`src/sv/scsc_pkg.sv`:
```
// ----------------------------------------------------------------------------
// scsc_pkg
// Types and constants shared by the score cache modules.
// ----------------------------------------------------------------------------
package scsc_pkg;

	localparam int SLOTS        = 1024;
	localparam int PAYLOAD_BITS = 32;
	localparam int IDX_W        = $clog2(SLOTS);
	localparam int CNT_W        = 11;

	localparam logic [IDX_W-1:0] LAST_IDX = IDX_W'(SLOTS - 1);

	// Request codes.
	localparam logic [1:0] REQ_GET   = 2'd0;
	localparam logic [1:0] REQ_SET   = 2'd1;
	localparam logic [1:0] REQ_CLEAR = 2'd2;

	// Limit after reset and the sweep target that goes with it.
	localparam int MAX_RESET = 1024;
	localparam logic [CNT_W-1:0] MAX_RESET_V    = CNT_W'(MAX_RESET);
	localparam logic [CNT_W-1:0] TARGET_RESET_V = CNT_W'((2 * MAX_RESET) / 3 + 1);

	// Division by three of a 12-bit value: (x * 2731) >> 13 is exact below 4096.
	localparam int DIV3_IN_W  = CNT_W + 1;
	localparam int DIV3_SHIFT = 13;
	localparam logic [DIV3_IN_W-1:0] DIV3_MUL = DIV3_IN_W'(2731);

	typedef struct packed {
		logic                    valid;
		logic                    referenced;
		logic [PAYLOAD_BITS-1:0] payload;
	} entry_t;

	typedef struct packed {
		logic             rd_en;
		logic [IDX_W-1:0] rd_addr;
		logic             wr_en;
		logic [IDX_W-1:0] wr_addr;
		entry_t           wr_data;
	} mem_req_t;

	typedef struct packed {
		logic [CNT_W-1:0] max_entries;
		logic [CNT_W-1:0] target;
	} limits_t;

endpackage

```
`src/sv/scsc_cfg.sv`:
```
// ----------------------------------------------------------------------------
// scsc_cfg
// Occupancy limit register and the sweep target derived from it.
// ----------------------------------------------------------------------------
module scsc_cfg
	import scsc_pkg::*;
(
	input  logic             clk,
	input  logic             arst_n,
	input  logic             cfg_valid,
	output logic             cfg_ready,
	input  logic [CNT_W-1:0] cfg_data,
	output limits_t          lim
);

	logic [DIV3_IN_W-1:0]   twice;
	logic [2*DIV3_IN_W-1:0] prod;
	logic [CNT_W-1:0]       target;
	logic [CNT_W-1:0]       max_q;
	logic [CNT_W-1:0]       target_q;

	// The target is two thirds of the limit, rounded down, plus one.
	assign twice  = {cfg_data, 1'b0};
	assign prod   = twice * DIV3_MUL;
	assign target = prod[DIV3_SHIFT +: CNT_W] + CNT_W'(1);

	always_ff @(posedge clk or negedge arst_n) begin
		if (!arst_n) begin
			max_q    <= MAX_RESET_V;
			target_q <= TARGET_RESET_V;
		end else if (cfg_valid) begin
			max_q    <= cfg_data;
			target_q <= target;
		end
	end

	assign cfg_ready       = 1'b1;
	assign lim.max_entries = max_q;
	assign lim.target      = target_q;

endmodule

```
`config.mk`:
```
export PLATFORM = sky130hd
export DESIGN_NAME = scsc_cfg
export DESIGN_NICKNAME = d
export VERILOG_FILES = /design/src/sv/scsc_pkg.sv /design/src/sv/scsc_cfg.sv
export SDC_FILE = /design/constraint.sdc
export NUM_CORES = 1
export LEC_CHECK = 0
export BUFFER_PORTS_ARGS = -buffer_cell sky130_fd_sc_hd__buf_2
export CORE_MARGIN = 4
export CORE_UTILIZATION = 50
export CTS_CLUSTER_DIAMETER = 40
export CTS_CLUSTER_SIZE = 25
export DETAILED_ROUTE_END_ITERATION = 7
export HOLD_SLACK_MARGIN = 0.1
export PLACE_DENSITY = 0.7
export SLEW_MARGIN = 20
export SYNTH_ARGS = -nofsm -noshare
export SYNTH_HDL_FRONTEND = slang
export SYNTH_SLANG_ARGS = --single-unit
```
`constraint.sdc`:
```
create_clock -name clk -period 0.95 [get_ports clk]
set_input_delay 0.1425 -clock clk [delete_from_list [all_inputs] [get_ports clk]]
set_output_delay 0.1425 -clock clk [all_outputs]
set_load 0.05 [all_outputs]
```
After elaboration in Yosys (flattened, before gate mapping)
Cells that the tools add are included.
{"block": "word_totals", "input_bits": 14, "word_cells": 4, "ff_bits": 22}
{"block": "op_classes", "mul": 1, "n_addsub": 1}
{"operator": "$mul 11x12->23 const B", "count": 1}
{"operator": "$add 11x1->11 const B", "count": 1}

Logic depth before layout (Yosys ltp)
Gate-level depths: netlist of the first run.
{"block": "logic_depth", "word_depth": 2, "depth_mapped": 21}

Worst setup path after synthesis of the first run
No wires, ideal clock.
{"block": "synth_path", "kind": "input-to-reg", "start": "input cfg_data[5]", "end": "register target_q[6]", "cell_stages": 19, "required_ps": 825, "setup_ps": 125, "t_arrival_ps": 4705, "path_slack_ps": -3880, "path_cell_list": "ha_1 -> fa_1 -> inv_1 -> fa_1 -> fa_1 -> inv_1 -> fa_1 -> ha_1 -> nand4_1 -> o22ai_1 -> or2_1 -> or2_1 -> xor2_1 -> ha_1 -> inv_1 -> nor2_1 -> and4b_1 -> xnor2_1 -> mux2_4"}
{"block": "synth_via", "elab_chain_len": 2}
{"element": "start: declaration", "line_no": "scsc_cfg.sv:12", "text": "input logic [CNT_W-1:0] cfg_data,"}
{"element": "$mul 11x12->23", "line_no": "scsc_cfg.sv:24", "text": "assign prod = twice * DIV3_MUL;"}
{"element": "$add 11x1->11", "line_no": "scsc_cfg.sv:25", "text": "assign target = prod[DIV3_SHIFT +: CNT_W] + CNT_W'(1);"}
{"element": "end signal: assignment", "line_no": "scsc_cfg.sv:33", "text": "target_q <= target;"}
{"element": "end: declaration", "line_no": "scsc_cfg.sv:20", "text": "logic [CNT_W-1:0] target_q;"}
No other way between the ends.
A chain may end at the register's enable or synchronous reset.

Final worst setup path of the first run
{"block": "layout_path", "start": "input cfg_data[7]", "end": "register target_q[6]"}
The elaborated chain is that of the path after synthesis.

==> results.md, run 1 <==
- WL/cell: 15.7 um
- CP Launch Type: input pin
- Largest net degree at the start of global routing: 26
- CP max-delay cell: fa_1
- Crit end category: flop
- Total placed cells including tap cells: ~530
- Mean Syn Cell Area: 9.81 um2
- Final min period: roughly 4500 ps
- Failing checks: negative setup slack
- RSZ-0062 raised after global routing: true
- Max Transition Viols Final: 0
- # diodes: 0
- Hold Worst Slack: 229 ps
- Tightest Pin Transition: 549 ps
- HP Class: input pin to flop
- Clock root buffer: clkbuf_8
- Die H: between 90 and 100 um
- Starting density of the core: 0.513
- Most common flop cell mapped by yosys: dfrtp_1
- Final setup margin: -3550 ps
- Max Fanout on Critical Path: 4
- Post-route ant nets: 0
- Fill cells: 470
- Post-Place Cell Area: 4290 um2
- WP data arrival: around 4700 ps
- DR iter-0 viols: 54
- Synthesized flop and latch total: 22
- Core Footprint: approximately 6800 um2
- Worst Skew: 0 ps
- CTS tree: built
- Worst skew pair latency: about 270 ps
- Status: finished with violations
- First-pass DRT Iterations: 4
- Mapped Area: 3460 um2
- CP Class: input pin to flop
- # nets final: 583
- Initial antenna violation count: 0
- First-pass GRT wire length: around 13,000 um
- Sequential share of the synthesized area: 0.161
- Layout cells sized above 1: 0.466
- Remaining global-route overflow: 0
- CTS Buf Count: 3
- CTS max path bufs: 2
- Crit-path cells: buf_8 -> ha_4 -> fa_1 -> inv_1 -> fa_1 -> fa_1 -> inv_1 -> fa_1 -> ha_4 -> nand4_1 -> o22ai_2 -> or2_1 -> or2_4 -> xor2_2 -> ha_2 -> inv_2 -> nor2_1 -> and4b_1 -> xnor2_1 -> mux2_4
- H-tree depth: 1
- Gpl congestion: approximately 0.84
- Via count: 2,878
- CP most frequent cell: fa_1
- Syn Nets: ~470
- Post-synth EDFFs: 0
- Synth cell types: 58
- Clock slew at reported path FFs: 80 ps
- Max cap viols: 0
- Die area: 8320 um2
- Design area: 5000 um2
- Final setup fails: 32
- Cells after synthesis: 353
- CTS Sinks: 22
- Gr usage total: 0.197
- Vias in the first global route: 3,002
- Worst slack, placed: -4070 ps
- Port Buf Inserts: 35
- Die W: just over 90 um
- Final hold vios: 0
- Final WL: approximately 8600 um
- Yosys warns: 0
- Site Rows: 30
- Critical Path RT: between 1000 and 1500 ps
- Critical Path Max Stage Delay: 530 ps
- Async set or reset register ratio after synthesis: 1.00
- Area grow syn2layout: 44.3%
- Vias per cell: 5.27
- I/O pins: 37
- HPWL Detailed: ~6500 um
- DRC: 0
- Final std cells w/o fill: 546
- Max-slew headroom: 0.634
- Tcrit/Tclk final: 4.74
- Fmax: 222 MHz
## cell usage in the layout (no fill, tap or decap), types with 4 or more instances in the layout
master and n:
inv_1 72, buf_4 70, ha_1 51, fa_1 31
buf_6 27, ha_4 17, mux2_2 11, nor2_1 11
buf_8 10, dfrtp_2 10, a21oi_1 9, inv_2 8
buf_2 8, nand3_1 7, a21o_1 7, nand2_1 7
dfstp_2 7, a21oi_2 6, xor2_1 5, dfrtp_1 5
nand4_1 4, o211ai_1 4, o21ai_0 4, mux2_4 4
## layout make-up
cell class	count	area [um2]	area share
Inverter	81	307	0.0613
Multi-Input combinational cell	243	2950	0.589
Sequential cell	22	572	0.114
Tap cell	80	100	0.0200
Clock buffer	4	45.0	0.00901
Timing Repair Buffer	116	1030	0.206
## layer usage
metal,vias to the layer above,wire length (um),GRT usage
met3,16,253,0.0282
met5,-,0,0
li1,1394,-,-
met2,51,4530,0.367
met1,1417,3590,0.248
met4,0,177,0.0214
## cell usage after synthesis, drive strengths merged (3+ instances only)
master | n | area (um2)
inv | 81 | 304
ha | 69 | 863
fa | 33 | 661
a21oi | 17 | 100
dfrtp | 15 | 375
mux2 | 15 | 173
nor2 | 14 | 52.6
nand3 | 9 | 45.0
a21o | 8 | 61.3
nand2 | 8 | 32.5
dfstp | 7 | 184
o21ai | 7 | 46.3
xor2 | 7 | 68.8
buf | 6 | 32.5
xnor2 | 6 | 60.1
nand4 | 4 | 25.0
nor2b | 4 | 25.0
nor3b | 4 | 40.0
o211ai | 4 | 30.0
a211oi | 3 | 27.5
a31oi | 3 | 18.8
and2 | 3 | 20.0
## logic make-up after synthesis
group | Yosys count | synth area share
AO/OA/AOI/OAI | 54 | 0.113
XOR/XNOR | 13 | 0.0372
adder cells (fa/ha/maj) | 102 | 0.440
buffers and inverters | 88 | 0.0982
flip-flops | 22 | 0.161
multiplexers | 16 | 0.0538
other | 1 | 0.00108
AND/OR/NAND/NOR | 57 | 0.0953
## registers in the layout, summed over array words and instances, names as in the netlist
name / count
target_q: 11
max_q: 11
## critical path: cells and delay by family
kind | cells | cell delay (ps)
multiplexers | 1 | 250
AND/OR/NAND/NOR | 5 | 890
AO/OA/AOI/OAI | 1 | 90
buffers and inverters | 4 | 320
XOR/XNOR | 2 | 280
adder cells (fa/ha/maj) | 7 | 2680
## stage by stage
step	TNS [ps]	utilization
floorplan	-37460	-
global placement	-42990	0.635
global route	-41200	0.740
finish	-38960	0.740
detailed placement	-44140	0.635
CTS	-38230	0.704
## repair_timing
action	4_1_cts	5_1_grt
endpoints found under the setup margin	33	33
endpoints found under the hold margin	15	0
hold buffers	1	0
resized for setup	88	41
cloned	0	0
buffers inserted	6	10
pin swaps	48	22
## path summary, 6_finish.rpt
check	startpoint	to	slack [ps]	depth (start not counted)
max reg2reg	max_q[2]	max_q[2]	30	2
max in group asynchronous	arst_n	target_q[0]	200	2
min reg2reg	target_q[7]	target_q[7]	510	2
min	cfg_data[10]	max_q[10]	230	3
min in group asynchronous	arst_n	max_q[3]	380	2
max	cfg_data[7]	target_q[6]	-3550	20
Power of run 1 is not shown: default switching activity piles up to over one toggle a cycle in this logic, so the estimate is an artifact.
==> run 2: changes to the inputs <==
--- a/config.mk
+++ b/config.mk
@@ -5,7 +5,7 @@
 export SDC_FILE = /design/constraint.sdc
 export NUM_CORES = 1
 export LEC_CHECK = 0
-export BUFFER_PORTS_ARGS = -buffer_cell sky130_fd_sc_hd__buf_2
+export BUFFER_PORTS_ARGS = -buffer_cell sky130_fd_sc_hd__buf_4
 export CORE_MARGIN = 4
 export CORE_UTILIZATION = 50
 export CTS_CLUSTER_DIAMETER = 40
@@ -17,3 +17,4 @@
 export SYNTH_ARGS = -nofsm -noshare
 export SYNTH_HDL_FRONTEND = slang
 export SYNTH_SLANG_ARGS = --single-unit
+export TNS_END_PERCENT = 30
==> results.md, run 2 (synthesized netlist as in run 1, its figures left out) <==
- Status: finished with violations
- Failing checks: negative setup slack
- Critical Path RT: 1100 ps
- Final setup fails: 31
- CTS Sinks: 22
- Max cap viols: 0
- Remaining global-route overflow: 0
- Final std cells w/o fill: between 500 and 600
- Vias per cell: 5.14
- CTS Buf Count: 3
- Busiest grt layer: met2
- Clock slew at reported path FFs: 80 ps
- First-pass DRT Iterations: 4
- Post-Place Cell Area: around 4300 um2
- Fmax: 219 MHz
- Largest registers: max_q: 11 flops, target_q: 11 flops
- CTS max path bufs: 2
- Via count: 2,798
- Worst hold endpoint: max_q[10]
- Grt met1 use: 0.263
- R2r startpoint: target_q[10]
- Flop-to-flop setup slack: 50 ps
- Gpl congestion: 0.847
- First-pass GRT wire length: 14,500 um
- CP startpoint: cfg_data[10]
- # nets final: 581
- Starting density of the core: 0.513
- Final setup margin: -3610 ps
- Crit end category: flop
- Final hold vios: 0
- RSZ-0062 raised after global routing: true
- WL/cell: 15.1 um
- Commonest non-fill, non-tap cell in the layout: buf_4
- Worst Hold Launch: cfg_data[10]
- HP Class: input pin to flop
- Die area: 8320 um2
- Largest net degree at the start of global routing: 25
- Port Buf Inserts: 35
- Max Fanout on Critical Path: 3
- CP Class: input pin to flop
- Die H: approximately 90 um
- Vias in the first global route: between 3,000 and 4,000
- Tcrit/Tclk final: 4.80
- Layout cells sized above 1: 0.429
- Max Transition Viols Final: 0
- Worst r2r path cells: 3
- Clock root buffer: clkbuf_8
- Core Footprint: between 6000 and 7000 um2
- Die W: approximately 91 um
- CTS tree: built
- Met2 GRT Util: 0.408
- CP Launch Type: input pin
- Min-Delay Path Depth: 3
- Commonest cells after routing, fill and taps aside: 82 x buf_4, 74 x inv_1, 55 x ha_1, 31 x fa_1, 23 x buf_6
- # diodes: 0
- Gr usage total: 0.214
- DRC: 0
- WP data arrival: ~4700 ps
- DR iter-0 viols: 87
- Design area: 4930 um2
- Initial antenna violation count: 0
- Site Rows: 30
- R2r endpoint: target_q[10]
- Worst skew pair latency: 270 ps
- GR Util met3: 0.0290
- Final min period: 4560 ps
- I/O pins: 37
- Final WL: 8220 um
- Post-route ant nets: 0
- H-tree depth: 1
- HPWL Detailed: 6570 um
- Worst Skew: 0 ps
- Area grow syn2layout: 42.3%
- Total placed cells including tap cells: 525
-- run 2: cell count changes in the layout (fill, tap and decap cells not counted), moves of 2 or more --
| cell | before | now |
|---|---|---|
| nor2_2 | 3 | 1 |
| dfrtp_1 | 5 | 15 |
| ha_1 | 51 | 55 |
| buf_8 | 10 | 8 |
| ha_4 | 17 | 13 |
| dfrtp_2 | 10 | 0 |
| buf_4 | 70 | 82 |
| inv_1 | 72 | 74 |
| buf_6 | 27 | 23 |
| buf_2 | 8 | 0 |
-- run 2: per-layer routing --
| layer | vias to the layer above | wire [um] |
|---|---|---|
| li1 | 1397 | - |
| met1 | 1353 | 3500 |
| met2 | 44 | 4460 |
| met3 | 4 | 220 |
| met4 | 0 | 32 |
| met5 | - | 0 |
-- run 2: through the flow --
step	hold slack [ps]	worst slack [ps]	setup TNS, ps	util
after floorplan	-153	-3670	-37900	-
after global placement	49.9	-3950	-41400	0.642
after detailed placement	55.0	-4030	-42180	0.642
after CTS	231	-3510	-37970	0.722
after global routing	233	-3720	-40930	0.730
final	234	-3610	-38380	0.730
-- run 2: layout make-up --
cell class | instances | area (um2)
multi-input cells | 243 | 2920
fillers | 480 | 1830
repair buffers | 114 | 1000
flip-flops and latches | 22 | 559
inverters | 81 | 304
well taps | 80 | 100
clock buffers | 4 | 45.0
-- run 2: critical path, stage by stage --
cell and delay (ps):
buf_8 110, ha_4 230, fa_1 470, inv_1 50
fa_1 460, fa_1 530, inv_2 40, fa_1 550
ha_4 230, nand4_1 120, o22ai_2 100, or2_1 250
buf_4 150, o211ai_1 270, o311ai_4 170, buf_4 180
and4b_1 250, xnor2_1 100, mux2_4 260
-- run 2: timing repair --
item                                   in CTS  in global routing
buffers inserted                           13                  1
endpoints found under the hold margin      22                  0
resized for setup                          85                 10
setup endpoints to repair                  33                 33
pin swaps                                  56                  3
hold buffers                                1                  0
-- run 2: worst max path at each step --
stage / end / slack (ps) / cells past startpoint
after global routing: target_q[6] / -3720 / 20
after CTS: target_q[6] / -3510 / 20
after detailed placement: target_q[8] / -4030 / 20
after floorplan: target_q[6] / -3670 / 19
final: target_q[6] / -3610 / 19
after global placement: target_q[8] / -3950 / 20
Power of run 2 is left out for the same reason.
