==> config.mk <==
export PLATFORM = sky130hd
export DESIGN_NAME = scsc_ctrl
export DESIGN_NICKNAME = d
export VERILOG_FILES = /design/src/sv/scsc_pkg.sv /design/src/sv/scsc_ctrl.sv
export SDC_FILE = /design/constraint.sdc
export NUM_CORES = 1
export LEC_CHECK = 0
export BUFFER_PORTS_ARGS = -buffer_cell sky130_fd_sc_hd__buf_2
export CAP_MARGIN = 20
export CORE_ASPECT_RATIO = 0.6
export CORE_UTILIZATION = 50
export CTS_BUF_LIST = sky130_fd_sc_hd__clkbuf_8
export DETAILED_ROUTE_END_ITERATION = 7
export PLACE_DENSITY = 0.79
export SETUP_SLACK_MARGIN = 0.4
export SYNTH_ARGS = -nofsm -noshare
export SYNTH_HDL_FRONTEND = slang
export SYNTH_SLANG_ARGS = --single-unit
export TNS_END_PERCENT = 50
==> constraint.sdc <==
create_clock -name clk -period 3.6 [get_ports clk]
set_clock_uncertainty 0.2 [all_clocks]
set_input_delay 0.72 -clock clk [delete_from_list [all_inputs] [get_ports clk]]
set_output_delay 0.72 -clock clk [all_outputs]
set_load 0.005 [all_outputs]
==> src/sv/scsc_pkg.sv <==
// ----------------------------------------------------------------------------
// scsc_pkg
// Types and constants shared by the score cache modules.
// ----------------------------------------------------------------------------
package scsc_pkg;

	localparam int SLOTS        = 1024;
	localparam int PAYLOAD_BITS = 32;
	localparam int IDX_W        = $clog2(SLOTS);
	localparam int CNT_W        = 11;

	localparam logic [IDX_W-1:0] LAST_IDX = IDX_W'(SLOTS - 1);

	// Request codes.
	localparam logic [1:0] REQ_GET   = 2'd0;
	localparam logic [1:0] REQ_SET   = 2'd1;
	localparam logic [1:0] REQ_CLEAR = 2'd2;

	// Limit after reset and the sweep target that goes with it.
	localparam int MAX_RESET = 1024;
	localparam logic [CNT_W-1:0] MAX_RESET_V    = CNT_W'(MAX_RESET);
	localparam logic [CNT_W-1:0] TARGET_RESET_V = CNT_W'((2 * MAX_RESET) / 3 + 1);

	// Division by three of a 12-bit value: (x * 2731) >> 13 is exact below 4096.
	localparam int DIV3_IN_W  = CNT_W + 1;
	localparam int DIV3_SHIFT = 13;
	localparam logic [DIV3_IN_W-1:0] DIV3_MUL = DIV3_IN_W'(2731);

	typedef struct packed {
		logic                    valid;
		logic                    referenced;
		logic [PAYLOAD_BITS-1:0] payload;
	} entry_t;

	typedef struct packed {
		logic             rd_en;
		logic [IDX_W-1:0] rd_addr;
		logic             wr_en;
		logic [IDX_W-1:0] wr_addr;
		entry_t           wr_data;
	} mem_req_t;

	typedef struct packed {
		logic [CNT_W-1:0] max_entries;
		logic [CNT_W-1:0] target;
	} limits_t;

endpackage

==> src/sv/scsc_ctrl.sv <==
// ----------------------------------------------------------------------------
// scsc_ctrl
// Request sequencer: lookup, read-modify-write, eviction sweep and clearing.
// ----------------------------------------------------------------------------
module scsc_ctrl
	import scsc_pkg::*;
(
	input  logic                    clk,
	input  logic                    arst_n,
	input  logic                    in_valid,
	output logic                    in_ready,
	input  logic [1:0]              req_type,
	input  logic [IDX_W-1:0]        slot_index,
	input  logic [PAYLOAD_BITS-1:0] payload_in,
	output logic                    out_valid,
	input  logic                    out_ready,
	output logic                    hit,
	output logic [PAYLOAD_BITS-1:0] payload_out,
	output logic [CNT_W-1:0]        occupancy,
	output logic [CNT_W-1:0]        evicted,
	input  limits_t                 lim,
	output mem_req_t                mem_req,
	input  entry_t                  rd_data
);

	typedef enum logic [2:0] {
		S_WIPE,
		S_IDLE,
		S_LOOK,
		S_SWEEP,
		S_COMMIT
	} state_t;

	state_t                  state_q;
	logic [1:0]              op_q;
	logic [IDX_W-1:0]        slot_q;
	logic [PAYLOAD_BITS-1:0] pl_q;
	logic [IDX_W-1:0]        ptr_q;
	logic                    rd_last_q;
	logic                    pass2_q;
	logic                    wipe_resp_q;
	logic [CNT_W-1:0]        count_q;
	logic [CNT_W-1:0]        ev_q;
	logic                    proc_v_s1;
	logic [IDX_W-1:0]        proc_idx_s1;
	logic                    out_valid_q;
	logic                    hit_q;
	logic [PAYLOAD_BITS-1:0] payload_q;
	logic [CNT_W-1:0]        occ_q;
	logic [CNT_W-1:0]        ev_out_q;

	logic   out_free;
	logic   out_load;
	logic   full;
	logic   over;
	logic   free_slot;
	logic   pass_end;
	logic   lk_store;
	logic   lk_sweep;
	entry_t stored;

	assign out_free  = !out_valid_q || out_ready;
	assign full      = count_q >= lim.max_entries;
	assign over      = count_q > lim.target;
	assign free_slot = proc_v_s1 && rd_data.valid && (pass2_q || !rd_data.referenced);
	assign pass_end  = proc_v_s1 && (proc_idx_s1 == LAST_IDX);
	assign lk_store  = (op_q == REQ_SET) && (rd_data.valid || !full);
	assign lk_sweep  = (op_q == REQ_SET) && !rd_data.valid && full;

	// The output register takes a new result in this cycle.
	assign out_load  = out_free && (((state_q == S_LOOK) && !lk_sweep) ||
		(state_q == S_COMMIT));

	assign stored.valid      = 1'b1;
	assign stored.referenced = 1'b1;
	assign stored.payload    = pl_q;

	always_comb begin
		mem_req = '0;
		unique case (state_q)
			S_IDLE: begin
				mem_req.rd_en   = in_valid;
				mem_req.rd_addr = slot_index;
			end
			S_WIPE: begin
				mem_req.wr_en   = 1'b1;
				mem_req.wr_addr = ptr_q;
			end
			S_LOOK: begin
				mem_req.wr_addr = slot_q;
				if (out_free && (op_q == REQ_GET)) begin
					mem_req.wr_en                   = 1'b1;
					mem_req.wr_data                 = rd_data;
					mem_req.wr_data.referenced      = 1'b1;
				end else if (out_free && lk_store) begin
					mem_req.wr_en   = 1'b1;
					mem_req.wr_data = stored;
				end
			end
			S_SWEEP: begin
				mem_req.rd_en                   = over && !pass_end && !rd_last_q;
				mem_req.rd_addr                 = ptr_q;
				mem_req.wr_en                   = over && proc_v_s1 && rd_data.valid;
				mem_req.wr_addr                 = proc_idx_s1;
				mem_req.wr_data.valid           = !free_slot;
				mem_req.wr_data.referenced      = 1'b0;
				mem_req.wr_data.payload         = rd_data.payload;
			end
			S_COMMIT: begin
				mem_req.wr_en   = out_free && (op_q == REQ_SET);
				mem_req.wr_addr = slot_q;
				mem_req.wr_data = stored;
			end
			default: begin
				mem_req = '0;
			end
		endcase
	end

	always_ff @(posedge clk or negedge arst_n) begin
		if (!arst_n) begin
			state_q     <= S_WIPE;
			op_q        <= REQ_GET;
			slot_q      <= '0;
			pl_q        <= '0;
			ptr_q       <= '0;
			rd_last_q   <= 1'b0;
			pass2_q     <= 1'b0;
			wipe_resp_q <= 1'b0;
			count_q     <= '0;
			ev_q        <= '0;
			proc_v_s1   <= 1'b0;
			proc_idx_s1 <= '0;
			out_valid_q <= 1'b0;
			hit_q       <= 1'b0;
			payload_q   <= '0;
			occ_q       <= '0;
			ev_out_q    <= '0;
		end else begin
			if (out_ready && !out_load) begin
				out_valid_q <= 1'b0;
			end
			unique case (state_q)
				S_WIPE: begin
					if (ptr_q == LAST_IDX) begin
						ptr_q   <= '0;
						state_q <= wipe_resp_q ? S_COMMIT : S_IDLE;
					end else begin
						ptr_q <= ptr_q + IDX_W'(1);
					end
				end
				S_IDLE: begin
					if (in_valid) begin
						op_q   <= req_type;
						slot_q <= slot_index;
						pl_q   <= payload_in;
						if (req_type == REQ_CLEAR) begin
							state_q     <= S_WIPE;
							ptr_q       <= '0;
							wipe_resp_q <= 1'b1;
							count_q     <= '0;
						end else begin
							state_q <= S_LOOK;
						end
					end
				end
				S_LOOK: begin
					if (lk_sweep) begin
						state_q   <= S_SWEEP;
						ptr_q     <= '0;
						rd_last_q <= 1'b0;
						pass2_q   <= 1'b0;
						proc_v_s1 <= 1'b0;
						ev_q      <= '0;
					end else if (out_free) begin
						out_valid_q <= 1'b1;
						hit_q       <= (op_q == REQ_GET) && rd_data.valid;
						payload_q   <= ((op_q == REQ_GET) && rd_data.valid) ?
							rd_data.payload : '0;
						ev_out_q    <= '0;
						if (lk_store && !rd_data.valid) begin
							count_q <= count_q + CNT_W'(1);
							occ_q   <= count_q + CNT_W'(1);
						end else begin
							occ_q <= count_q;
						end
						state_q <= S_IDLE;
					end
				end
				S_SWEEP: begin
					if (!over) begin
						proc_v_s1 <= 1'b0;
						state_q   <= S_COMMIT;
					end else begin
						if (free_slot) begin
							count_q <= count_q - CNT_W'(1);
							ev_q    <= ev_q + CNT_W'(1);
						end
						if (pass_end) begin
							proc_v_s1 <= 1'b0;
							if (pass2_q) begin
								state_q <= S_COMMIT;
							end else begin
								pass2_q   <= 1'b1;
								ptr_q     <= '0;
								rd_last_q <= 1'b0;
							end
						end else begin
							proc_v_s1   <= !rd_last_q;
							proc_idx_s1 <= ptr_q;
							if (!rd_last_q) begin
								ptr_q <= ptr_q + IDX_W'(1);
								if (ptr_q == LAST_IDX) begin
									rd_last_q <= 1'b1;
								end
							end
						end
					end
				end
				S_COMMIT: begin
					if (out_free) begin
						out_valid_q <= 1'b1;
						hit_q       <= 1'b0;
						payload_q   <= '0;
						wipe_resp_q <= 1'b0;
						if (op_q == REQ_SET) begin
							count_q  <= count_q + CNT_W'(1);
							occ_q    <= count_q + CNT_W'(1);
							ev_out_q <= ev_q;
						end else begin
							occ_q    <= count_q;
							ev_out_q <= '0;
						end
						state_q <= S_IDLE;
					end
				end
				default: begin
					state_q <= S_IDLE;
				end
			endcase
		end
	end

	assign in_ready    = (state_q == S_IDLE);
	assign out_valid   = out_valid_q;
	assign hit         = hit_q;
	assign payload_out = payload_q;
	assign occupancy   = occ_q;
	assign evicted     = ev_out_q;

endmodule

== Word level (Yosys, flattened, before mapping) ==
Index checks and enable logic that the tools add are counted.
Storage, ports and cells
  register bits: 149
  bits of input ports: 104
  output and inout port bits: 113
  word-level logic and storage cells: 170
Operators by class
  add/sub/neg operators: 4
  order comparisons: 2
  equality and inequality tests: 22
  multiplexer cells: 75
  bitwise gates (word level): 1
  reduce and logical (&&, ||, !) cells: 49
Operators by type and width (number)
  $mux 11: 16
  $mux 32: 4
  $pmux 34 s3: 1
  $pmux 11 s2: 4
  $pmux 11 s4: 2
  $mux 10: 8
  $mux 34: 2
  $pmux 32 s2: 1
  $pmux 10 s4: 1
  $mux 3: 8
  $reduce_and 4->1: 6
  $add 11x1->11 const B: 2
  $eq 10x10->1 const B: 2
  $mux 1: 20
  $logic_and 1x1->1: 18
  $ne 2x2->1 const B: 9
  $pmux 3 s5: 1
  $ne 3x3->1 const B: 4
  $pmux 1 s2: 6
  $ge 11x11->1: 1
  $gt 11x11->1: 1
  $sub 11x1->11 const B: 1
  $add 10x1->10 const B: 1
  $logic_not 1->1: 9
  other kinds (17): 25

== Depth between registers and ports, before layout ==
Gate-level depths: netlist of the first run.
  word-level depth: 13
  mapped depth: 11
  mapped depth without buffers: 9

== Worst setup path before layout of the first run ==
No wires, ideal clock.
  path type: input -> output
  start: input port lim[11] in the netlist's numbering
  end: output port mem_req[0] in the netlist's numbering
  data arrival time: 2866 ps
  data required time: 2680 ps
  setup slack: -186 ps
  stages: 9
  path buffers: 1
  cells stage by stage: ha_1 -> nand2b_1 -> a2111o_1 -> a211oi_4 -> nor3b_1 -> or4_4 -> o21ai_2 -> buf_4 -> a22o_1
RTL lines
  from (decl): RTL line scsc_ctrl.sv:21  | input limits_t lim,
  to (decl): RTL line scsc_ctrl.sv:22  | output mem_req_t mem_req,

==> flow_summary.ini, run 1 <==
[placement]
io_buffers = 216
place_congestion = 1.014
place_ws_ps = -388.0
detailed_place_hpwl_um = 18220

[worst_setup_path]
cp-start-kind = register
endpoint_kind = primary output
cp_max_fo = 32
worstPathArrival_ps = 3140
cp.required_ps = 2680
path_class = reg2out
rr_worst_depth = 9

[finish]
syn_to_final_growth_pct = 24.98
fill_cells = 1345
nNetsFinal = 1291
final_core_util_pct = 65.32
antenna_cells = 0
drive_gt1_share_pct = 29.22

[power_and_ir_drop]
power_w = 0.007435
ir_worst_vdd_v = 0.0003151
leakage_nw = 5.319
p_sw_w = 0.003242
p_int_w = 0.004193
clockPowerShare_pct = 16.5
p_sw_share_pct = 43.60
power_density_nw_per_um2 = 726.0
p_seq_share_pct = 34.4
comb_power_share_pct = 49.1

[timing]
drv_slew = 0
rsz0062_at_grt = yes
maxSlewHeadroom_pct = 52.94
worstMarginPinSlew_ps = 700.4
hold_viol_final = 0
min_period_ps = 4057
finalSetupViolCount = 35
clock.fmax_mhz = 246.5
layout_setup_ws_ps = -456.8
period_share_pct = 112.7

[clocking]
cts_tree = built
hold_buffers = 0
h-tree-depth = 4
cts_setup_buffers = 0
clockBufferDepth = 2
clock_latency_ps = 440
clockRootBuffer = clkbuf_8
cts_buffers = 17
clock_sinks = 149
path_clk_slew_ps = 90

[logic_synthesis]
seq_area_frac_synth_pct = 45.50
synth_warnings = 0
avgSynthCellArea_um2 = 8.830
syn_area_um2 = 8194
synthTopCellsByCount = nand2_1 (212), dfrtp_1 (149), o21ai_0 (80)
synth-seq-cells = 149
synth_ff_type = dfrtp_1
synth_top_area_share_pct = 45.50
synth_most_common_cell = nand2_1
synth_nets = 1058
synth_area_leaders = dfrtp_1 (46%), nand2_1 (9.7%), a22o_1 (7.9%)
synth_edf_count = 0
async_reset_ff_share_pct = 100.0
ys_types = 59
synth_largest_area_cell = dfrtp_1
netlist_instances = 928

[grt]
grt_pass1_vias = 7289
grt_pass1_wl_um = 39460
grt_antenna_before_repair = 1
grt_max_degree = 76
overflow = 0
grt_use_total_pct = 30.07

[floorplan]
start_util_pct = 52.27
dieArea_um2 = 16920
num_rows = 35
pin_count = 217
dieHeight_um = 101.2
fp.coreArea_um2 = 15680
dieWidth_um = 167.3

[route]
post_drt_wl_per_cell_um = 18.17
drc = 0
vias = 8061
viasPerCell = 5.854
antenna_left = 0
drt-total-wl_um = 25020
drtIter0Drc = 914
firstDrtPassIters = 5

[run_status]
status = finished, violations left
violations = setup timing

[min_path]
hold_path_class = in2async

[run]
maxCapViolCount = 0
power groups by stage:
stage                     clock network (W)  registers, W  logic (W)
after global routing                0.00132       0.00261    0.00400
after floorplan                           0       0.00247    0.00218
final                               0.00123       0.00256    0.00365
after CTS                           0.00125       0.00254    0.00354
after detailed placement                  0       0.00257    0.00350
after global placement                    0       0.00256    0.00341
metrics by stage:
| stage | area (um2) | instances | TNS [ps] | hold WS, ps |
|---|---|---|---|---|
| final | 10240 | 1377 | -14370 | 29.47 |
| after global routing | 10240 | 1377 | -18820 | 63.67 |
| after CTS | 10190 | 1377 | -15260 | 39.56 |
| after detailed placement | 9787 | 1345 | -12010 | 264.9 |
| after global placement | 9787 | 1345 | -11040 | 254.5 |
| after floorplan | 8225 | 928 | -3296 | 224.4 |
layer usage:
layer / global-route usage (%) / wire [um] / share of wire (%) / up-vias
li1: - / - / - / 3766
met1: 45.74 / 11720 / 47 / 3832
met2: 41.68 / 10310 / 41 / 424
met3: 8.519 / 2683 / 11 / 37
met4: 7.904 / 291 / 1.2 / 2
met5: 0 / 8 / 0.032 / -
final timing paths:
| path | slack (ps) | end | startpoint |
|---|---|---|---|
| setup / recovery | -460 | mem_req[16] | count_q[0] |
| hold / removal | 30 | occupancy[6] | arst_n |
| setup reg to reg | 430 | count_q[5] | count_q[10] |
| hold reg to reg | 280 | hit | hit |
| max in group asynchronous | 2300 | count_q[9] | arst_n |
| min in group clk | 260 | pl_q[24] | payload_in[24] |
worst max-delay path: stages, from the launching register on:
cell and delay, ps:
dfrtp_1 400, inv_2 90, ha_4 190, nand2b_4 130, a2111o_1 460, a211oi_4 260, nor3b_1 80, or4_4 440
o21ai_4 160, buf_12 210, a22o_1 160, buf_2 110
logic make-up after synthesis:
logic type	Yosys count	share of synthesized area [%]
AND/OR/NAND/NOR	358	19.24
AO/OA/AOI/OAI	272	22.64
flip-flops	149	45.50
buffers and inverters	87	4.230
adder cells (fa/ha/maj)	26	3.970
multiplexers	25	3.237
XOR/XNOR	11	1.176
registers in the layout (all words and copies together), names as in the netlist:
signal	count
out_valid	1
state_q	3
op_q	2
rd_last_q	1
evicted	11
count_q	11
wipe_resp_q	1
ptr_q	10
slot_q	10
proc_v_s1	1
hit	1
pass2_q	1
occupancy	11
payload_out	32
proc_idx_s1	10
ev_q	11
pl_q	32
layout make-up:
class / instances / area, um2 / share of cell area, %
sequential: 149 / 3731 / 36.43
tap: 203 / 254.0 / 2.480
multi-input combinational: 692 / 4235 / 41.36
clock buffer: 18 / 247.7 / 2.419
timing repair buffer: 270 / 1538 / 15.02
clock inverter: 14 / 115.1 / 1.124
inverter: 31 / 120.1 / 1.173
repair_timing:
| item | in CTS | in global routing |
|---|---|---|
| resized for setup | 12 | 9 |
| setup endpoints to repair | 37 | 41 |
| pin swaps | 9 | 3 |
cell usage in the layout, fill, tap and decap left out, types with 9 or more instances in the layout:
cell / Yosys / layout
a21oi_1: 45 / 45
a22o_1: 74 / 74
and3_1: 16 / 16
buf_2: 7 / 215
buf_4: 3 / 49
clkbuf_8: 0 / 18
dfrtp_1: 149 / 147
ha_1: 26 / 23
inv_1: 31 / 30
mux2_2: 12 / 12
mux2i_1: 13 / 13
nand2_1: 212 / 211
nand3_1: 19 / 19
nand4_1: 9 / 9
nor2_1: 48 / 47
nor3_1: 13 / 11
o21ai_0: 80 / 79
o31ai_1: 10 / 10
Note: power is estimated with default switching activity, not from simulation.
==> run 2: changes to the inputs <==
--- a/config.mk
+++ b/config.mk
@@ -11,8 +11,10 @@
 export CORE_UTILIZATION = 50
 export CTS_BUF_LIST = sky130_fd_sc_hd__clkbuf_8
 export DETAILED_ROUTE_END_ITERATION = 7
+export GPL_TIMING_DRIVEN = 0
 export PLACE_DENSITY = 0.79
 export SETUP_SLACK_MARGIN = 0.4
+export SKIP_LAST_GASP = 1
 export SYNTH_ARGS = -nofsm -noshare
 export SYNTH_HDL_FRONTEND = slang
 export SYNTH_SLANG_ARGS = --single-unit
==> run 2 against run 1 <==
Compared with the run above: the flow still finishes with violations (setup timing); via count grew 5.5%; critical path depth grew 1; sequential power is essentially flat; non-clock buffer count grew 31; global-route usage grew 2.2 points; die area is the same; total power grew 5.2%; register-to-register slack lost 160 ps; count of clock-buffer cells in the layout is the same; core utilization grew 1.3 points; worst setup slack lost 100 ps; hold slack gained 18 ps; critical path type unchanged; largest cell class unchanged.
==> flow_summary.ini, run 2 (same netlist as run 1, synthesis figures left out) <==
[run_status]
status = finished, violations left
violations = setup timing

[power_and_ir_drop]
p_int_w = 0.004300
leakage_nw = 5.393
power_density_nw_per_um2 = 748.3
clockPowerShare_pct = 16.4
p_sw_share_pct = 45.02
p_seq_share_pct = 32.4
p_sw_w = 0.003521
comb_power_share_pct = 51.2
ir_worst_vdd_v = 0.0003077

[clocking]
clock_sinks = 149
h-tree-depth = 4
clockRootBuffer = clkbuf_8
clockBufferDepth = 2
clock_latency_ps = 450
path_clk_slew_ps = 100
hold_buffers = 0
cts_tree = built
cts_buffers = 17

[placement]
place_ws_ps = -652.1
place_congestion = 0.9843
detailed_place_hpwl_um = 19250
dpl_cell_area_um2 = 9594
io_buffers = 216

[floorplan]
dieHeight_um = 101.2
fp.coreArea_um2 = 15680
pin_count = 217
dieWidth_um = 167.3
num_rows = 35
start_util_pct = 52.27
dieArea_um2 = 16920

[finish]
nNetsFinal = 1322
layout_common_cells = buf_2 (223), nand2_1 (210), dfrtp_1 (146), o21ai_0 (77), a22o_1 (74)
syn_to_final_growth_pct = 27.55
drive_gt1_share_pct = 29.38
antenna_cells = 0
postLayoutCellArea_um2 = 10450
final_common_cell = buf_2

[route]
post_drt_wl_per_cell_um = 19.34
viasPerCell = 6.041
drt-total-wl_um = 27240
firstDrtPassIters = 5
drtIter0Drc = 995
drc = 0
antenna_left = 0
vias = 8506

[worst_setup_path]
cp_common_cell = buf_6
cp_slowest_cell = or4_4
r2r_slack_ps = 270
r2r-start = state_q[1]
rr_worst_depth = 7
path_cells = inv_2, ha_4, nand2b_4, a2111o_1, a211oi_4, nor3b_2, or4_4, o21ai_4, buf_6, buf_6, a22o_1, buf_2
cp-start-kind = register
r2r-end = payload_out[11]
cp_max_fo = 5
slowest_delay_ps = 450
worstPathArrival_ps = 3240
path_class = reg2out
crit_family = compound AO/OA/AOI/OAI gates
endpoint_kind = primary output
cp.required_ps = 2680
crit_buf_inv = 4

[timing]
layout_setup_ws_ps = -560.9
finalSetupTns_ps = -18180
min_period_ps = 4161
finalSetupViolCount = 35
clock.fmax_mhz = 240.3
period_share_pct = 115.6
maxSlewHeadroom_pct = 21.44
drv_slew = 0
hold_viol_final = 0
rsz0062_at_grt = yes
worstMarginPinSlew_ps = 1169

[grt]
grt_max_degree = 89
grt_pass1_wl_um = 42160
grt_use_total_pct = 32.31
grt_antenna_before_repair = 0
overflow = 0
grt_pass1_vias = 7777

[min_path]
hold_path_class = in2async

[run]
maxCapViolCount = 0
[run 2: metrics by stage]
stage               hold slack [ps]  power, W  std cells  util (%)
floorplan                     224.4  0.004654        928         -
global placement              255.6  0.005917       1347     60.98
detailed placement            263.2  0.005995       1348     61.20
CTS                           67.20  0.007532       1400     65.65
global route                  75.32  0.008285       1408     66.66
finish                        47.30  0.007821       1408     66.66
[run 2: cell type report]
cell class	count	area, um2
flip-flops and latches	149	3732
fillers	1302	5226
inverters	31	116.4
plain buffers	56	277.8
multi-input cells	692	4324
clock inverters	14	143.9
clock buffers	18	247.7
well taps	203	254.0
repair buffers	245	1355
[run 2: routing by layer]
metal / track usage (%) / wire length (um)
met1: 48.18 / 12450
met2: 45.16 / 11070
met5: 0 / 0
met4: 7.198 / 442
met3: 10.90 / 3278
[run 2: worst max-delay path by stage]
stage / from / end / slack, ps / cells after the start
floorplan: lim[11] / mem_req[0] / -120 / 9
global placement: lim[10] / mem_req[55] / -620 / 10
detailed placement: lim[10] / mem_req[55] / -650 / 10
CTS: count_q[0] / mem_req[2] / -580 / 12
global route: count_q[0] / mem_req[11] / -630 / 12
finish: count_q[0] / mem_req[11] / -560 / 12
[run 2: power groups by stage]
stage	logic (W)	clock network, W	registers [W]
finish	0.00400	0.00129	0.00253
global route	0.00433	0.00136	0.00259
CTS	0.00373	0.00128	0.00252
detailed placement	0.00344	0	0.00256
global placement	0.00337	0	0.00254
floorplan	0.00218	0	0.00247
[run 2: repair_timing]
action	CTS	global route
endpoints found under the setup margin	139	139
gates resized for setup	43	45
gates cloned	3	0
setup buffers	17	8
pin swaps	9	11
